### src/rti_pkg.sv
`default_nettype none
package rti_pkg;

    localparam int WINDOW_DEFAULT     = 32;
    localparam int RSI_PERIOD_DEFAULT = 14;

    localparam logic [22:0] RSI_TOP  = 23'd6553600;
    localparam logic [22:0] RSI_HALF = 23'd3276800;
    localparam logic [31:0] RATIO_ONE = 32'd65536;
    localparam logic [31:0] RET_MAX   = 32'h7FFF_FFFF;

    // Front-end record of a classified item.
    typedef struct packed {
        logic        ok;
        logic [30:0] price;
        logic [30:0] vol;
    } tick_t;

    // Squared Q8.24 magnitude, rescaled to Q.24.
    function automatic logic [39:0] sq_q24(input logic [31:0] mag);
        logic [63:0] p;
        p = {32'd0, mag} * {32'd0, mag};
        return p[63:24];
    endfunction

endpackage
`default_nettype wire

### src/rti_front.sv
`default_nettype none
module rti_front (
    input  wire logic                clk,
    input  wire logic                rst_n,
    input  wire logic                in_valid,
    output logic                     in_stall,
    input  wire logic signed [31:0]  bid,
    input  wire logic signed [31:0]  ask,
    input  wire logic signed [31:0]  last_price,
    input  wire logic signed [31:0]  volume,
    output logic                     q_valid,
    output rti_pkg::tick_t           q_data,
    input  wire logic                q_pop
);
    import rti_pkg::*;

    localparam int QD = 2;

    tick_t       q_reg [QD];
    logic [0:0]  rd_reg, wr_reg;
    logic [1:0]  cnt_reg;
    tick_t       cls;
    logic signed [32:0] mid;
    logic signed [31:0] price;
    logic        push;

    // Price choice and rejection test.
    always_comb
    begin
        mid = (33'(bid) + 33'(ask)) >>> 1;
        if (bid > 0 && ask > 0 && ask >= bid)
        begin
            price = mid[31:0];
        end
        else
        begin
            price = last_price;
        end
        cls.ok    = (price > 0) && !volume[31];
        cls.price = price[30:0];
        cls.vol   = volume[30:0];
    end

    assign in_stall = (cnt_reg == 2'(QD));
    assign push     = in_valid && !in_stall;
    assign q_valid  = (cnt_reg != 2'd0);
    assign q_data   = q_reg[rd_reg];

    // Short queue to the back end.
    always_ff @(posedge clk or negedge rst_n)
    begin
        if (!rst_n)
        begin
            rd_reg  <= '0;
            wr_reg  <= '0;
            cnt_reg <= '0;
        end
        else
        begin
            if (push)
            begin
                wr_reg <= wr_reg + 1'b1;
            end
            if (q_pop)
            begin
                rd_reg <= rd_reg + 1'b1;
            end
            cnt_reg <= cnt_reg + 2'(push) - 2'(q_pop);
        end
    end

    always_ff @(posedge clk)
    begin
        if (push)
        begin
            q_reg[wr_reg] <= cls;
        end
    end

    assert property (@(posedge clk) disable iff (!rst_n) cnt_reg <= 2'(QD))
        else $error("queue count overflow");
    assert property (@(posedge clk) disable iff (!rst_n) q_pop |-> q_valid)
        else $error("pop from empty queue");
    assert property (@(posedge clk) disable iff (!rst_n) in_stall |-> q_valid)
        else $error("input stalled with an empty queue");
endmodule
`default_nettype wire

### config.mk
export PLATFORM = sky130hd
export DESIGN_NAME = rti_front
export DESIGN_NICKNAME = d
export VERILOG_FILES = /design/src/rti_pkg.sv /design/src/rti_front.sv
export SDC_FILE = /design/constraint.sdc
export NUM_CORES = 1
export LEC_CHECK = 0
export BUFFER_PORTS_ARGS = -buffer_cell sky130_fd_sc_hd__buf_2
export CORE_ASPECT_RATIO = 1.75
export CORE_MARGIN = 8
export CORE_UTILIZATION = 50
export CTS_BUF_LIST = sky130_fd_sc_hd__clkbuf_2
export CTS_CLUSTER_SIZE = 10
export DETAILED_ROUTE_END_ITERATION = 12
export PLACE_DENSITY = 0.84
export SYNTH_ARGS = -nofsm -noshare
export SYNTH_HDL_FRONTEND = slang
export SYNTH_SLANG_ARGS = --single-unit
### constraint.sdc
create_clock -name clk -period 4.55 [get_ports clk]
set_input_delay 0.2275 -clock clk [delete_from_list [all_inputs] [get_ports clk]]
set_output_delay 0.2275 -clock clk [all_outputs]
set_load 0.02 [all_outputs]
==> impl_metrics.yaml <==
final_layout:
  area_delta_synth_final_pct: 25.3
  nets: 1182
  final_cells: 1179
  largest_register_ffs: 126
  fin_util_pct: 63.4
  drive_above_1_share_pct: 31.8
placement:
  gp_congestion: 0.947
  port_buffers: 196
  post-dp-hpwl_um: 17500
  placed_cells: 1080
  place_ws_ns: 0.507
cts:
  numCtsBuffers: 25
  cts_root_buffer: "clkbuf_2"
  cts.reportedPaths.clkPinSlew_ns: 0.16
  insertion_delay_ns: 0.59
  cts_setup_buffers: 0
  clk_path_buf_depth: 3
  cts_tree: "yes"
  cts.sinks: 130
  cts_resized: 0
  h-tree-depth: 4
logic_synthesis:
  synth_warnings: 0
  avgSynthCellArea_um2: 11.3
  yosys.area_share.simple_pct: 12.4
  async_reset_ff_share_pct: 3.08
  synth_nets: 908
  synthMuxAreaShare_pct: 9.86
  seq_area_frac_synth_pct: 48.6
  synthesis.area_um2: 7990
  synth_adder_area_share_pct: 10.6
  ys_ff_latch: 130
  synth_compound_area_share_pct: 11.4
  synth_top_family_by_area: "simple AND/OR/NAND/NOR gates"
  syn_inst: 709
  synth.distinct_cells: 61
  synthFlopType: "edfxtp_1"
  synth-edff-count: 126
  synth_xor_area_share_pct: 3.29
floorplanning:
  core_area_um2: 15800
  start_util_pct: 50.6
  die_w_um: 112
  die-area_um2: 20400
  io_pins: 197
  rows: 61
  die_h_um: 183
detailed_routing:
  post_drt_via_cell_ratio: 5.65
  drtIter0Drc: 281
  wire_per_inst_um: 19.3
  firstDrtPassIters: 6
  drc: 0
  vias: 6660
  wl_um: 22700
  ant_nets: 0
worst_hold_path:
  hold_path_class: "input pin to flip-flop"
setup_path:
  endpoint_kind: "flip-flop"
  worstPathMaxFanout: 5
  worst_ep_arrival_time_ns: 3.77
  path_class: "input pin to flip-flop"
  start_kind: "input pin"
  critical_path_required_ns: 4.88
run:
  cap_viol_max_count: 0
power_and_ir_drop:
  swShare_pct: 38.3
  p_per_area_nw_per_um2: 412
  p_leak_nw: 4.23
  pwr-share-comb_pct: 43.6
  power_frac_seq_pct: 43.3
  clkPwrFrac_pct: 13.1
  p_int_w: 0.00255
  switching_power_w: 0.00158
  vdd_drop_max_mv: 0.187
global_route:
  first_global_vias: 7052
  grt_overflow_total: 0
  grt_first_pass_wirelength_um: 35000
  grt_max_degree: 45
  antenna_found_initial: 1
  grtUsageTotal_pct: 21.7
sta:
  min_period_ns: 3.44
  fin_skew_ns: 0.0522
  relSlewSlack_pct: 32.0
  period_share_pct: 75.7
  tightest_slew_ns: 1.02
  slew_violations: 0
  fmax_mhz: 290
  rsz0062_at_grt: "false"
  hold_violations: 0
  setup_violations: 0
  fin_setup_tns_ns: 0
  worst_slack_ns: 1.11
status:
  status: "finished clean"
==> power by group through the flow <==
stage	combinational [W]	sequential (W)	clock, W
6_report	0.00180	0.00179	0.000542
5_1_grt	0.00192	0.00182	0.000610
4_1_cts	0.00181	0.00179	0.000560
3_5_place_dp	0.00176	0.00182	0
3_3_place_gp	0.00173	0.00180	0
2_1_floorplan	0.00123	0.00174	0
==> per-stage QoR <==
| step | instance area [µm²] | hold slack [ns] | total power [W] |
|---|---|---|---|
| final | 10000 | 0.100 | 0.00413 |
| after global routing | 10000 | 0.0377 | 0.00435 |
| after global placement | 9200 | 0.0355 | 0.00353 |
| after floorplan | 7990 | -0.0681 | 0.00297 |
| after detailed placement | 9200 | 0.0391 | 0.00358 |
| after CTS | 10000 | 0.0203 | 0.00416 |
==> placed cells by master, fill, tap and decap left out, types with 3 or more instances in the layout <==
master | Yosys | final
a211o_1 | 3 | 3
a211oi_1 | 6 | 6
a21o_1 | 6 | 6
a21oi_1 | 36 | 36
a311oi_1 | 3 | 3
a31oi_1 | 4 | 4
and2_1 | 4 | 4
buf_2 | 0 | 196
buf_4 | 0 | 8
clkbuf_2 | 0 | 29
clkinv_1 | 0 | 3
dfrtp_1 | 4 | 3
dlygate4sd3_1 | 0 | 65
edfxtp_1 | 126 | 126
ha_1 | 66 | 66
inv_1 | 61 | 61
mux2_2 | 70 | 70
nand2_1 | 54 | 54
nand2b_1 | 6 | 6
nand3_1 | 3 | 3
nand3b_1 | 3 | 3
nand4_1 | 10 | 10
nor2_1 | 35 | 34
nor2b_1 | 14 | 14
nor3_1 | 16 | 16
nor4_1 | 30 | 30
o2111ai_1 | 3 | 3
o211ai_1 | 5 | 5
o21a_1 | 5 | 5
o21ai_0 | 26 | 26
o21bai_1 | 5 | 5
o31ai_1 | 8 | 8
or4_1 | 5 | 5
xnor2_1 | 23 | 23
xor2_1 | 7 | 7
==> area by class of cell <==
type | instances | area, µm²
antenna | 2 | 5.00
clock buffer | 29 | 145
clock inverter | 3 | 11.3
fill | 1277 | 5790
inverter | 61 | 229
multi-input combinational | 496 | 3810
sequential | 130 | 3880
tap | 189 | 236
timing repair buffer | 269 | 1690
==> what timing repair did <==
item / CTS / global route
endpoints found under the setup margin: 0 / 0
hold buffers: 65 / 0
hold endpoints to repair: 128 / 0
==> worst max-delay path, stage by stage <==
cell	delay (ns)
buf_2	0.12
ha_1	0.21
inv_1	0.07
fa_1	0.22
o21bai_2	0.11
a2111oi_4	0.54
nor2_2	0.12
nor2_2	0.13
xnor2_1	0.08
or4_1	0.54
or4_1	0.45
o41a_1	0.34
nor4_1	0.42
a311oi_1	0.19
==> worst paths after layout <==
| kind | from | end | slack, ns | cells after the start |
|---|---|---|---|---|
| max | bid[0] | q_reg[0][62] | 1.11 | 14 |
| min | last_price[20] | q_reg[1][51] | 0.10 | 4 |
| max reg2reg | cnt_reg[0] | q_reg[1][45] | 2.37 | 3 |
| min reg2reg | cnt_reg[1] | cnt_reg[1] | 0.50 | 1 |
| max in group asynchronous | rst_n | rd_reg | 3.79 | 3 |
| min in group asynchronous | rst_n | cnt_reg[0] | 0.54 | 3 |
==> metal layers <==
metal  track usage [%]  wire length (µm)
met1              20.5              8000
met4              14.7              1300
met5                 0                 0
met3              3.16               899
met2              42.1             12500
==> Yosys cell counts, drive strengths merged, types with 5 or more instances <==
library cell  instances  area, µm²
a211oi                6       45.0
a21o                  6       45.0
a21oi                36        180
clkbuf               22       82.6
edfxtp              126       3780
ha                   66        826
inv                  61        229
mux2                 70        788
nand2                54        203
nand2b                6       37.5
nand4                10       62.6
nor2                 37        144
nor2b                14       87.6
nor3                 16       80.1
nor4                 30        188
o211ai                5       37.5
o21a                  5       37.5
o21ai                28        140
o21bai                6       48.8
o31ai                 8       60.1
or4                   5       37.5
xnor2                23        201
xor2                  7       61.3
==> kinds of logic after synthesis <==
| family | after synthesis |
|---|---|
| adders and majority gates | 67 |
| xor gates and xnor gates | 30 |
| muxes | 70 |
| buffers and inverters | 83 |
| DFF | 130 |
| AOI/OAI and AO/OA | 135 |
| and+or+nand+nor | 194 |
No activity file was read; power rests on OpenSTA's default activity.
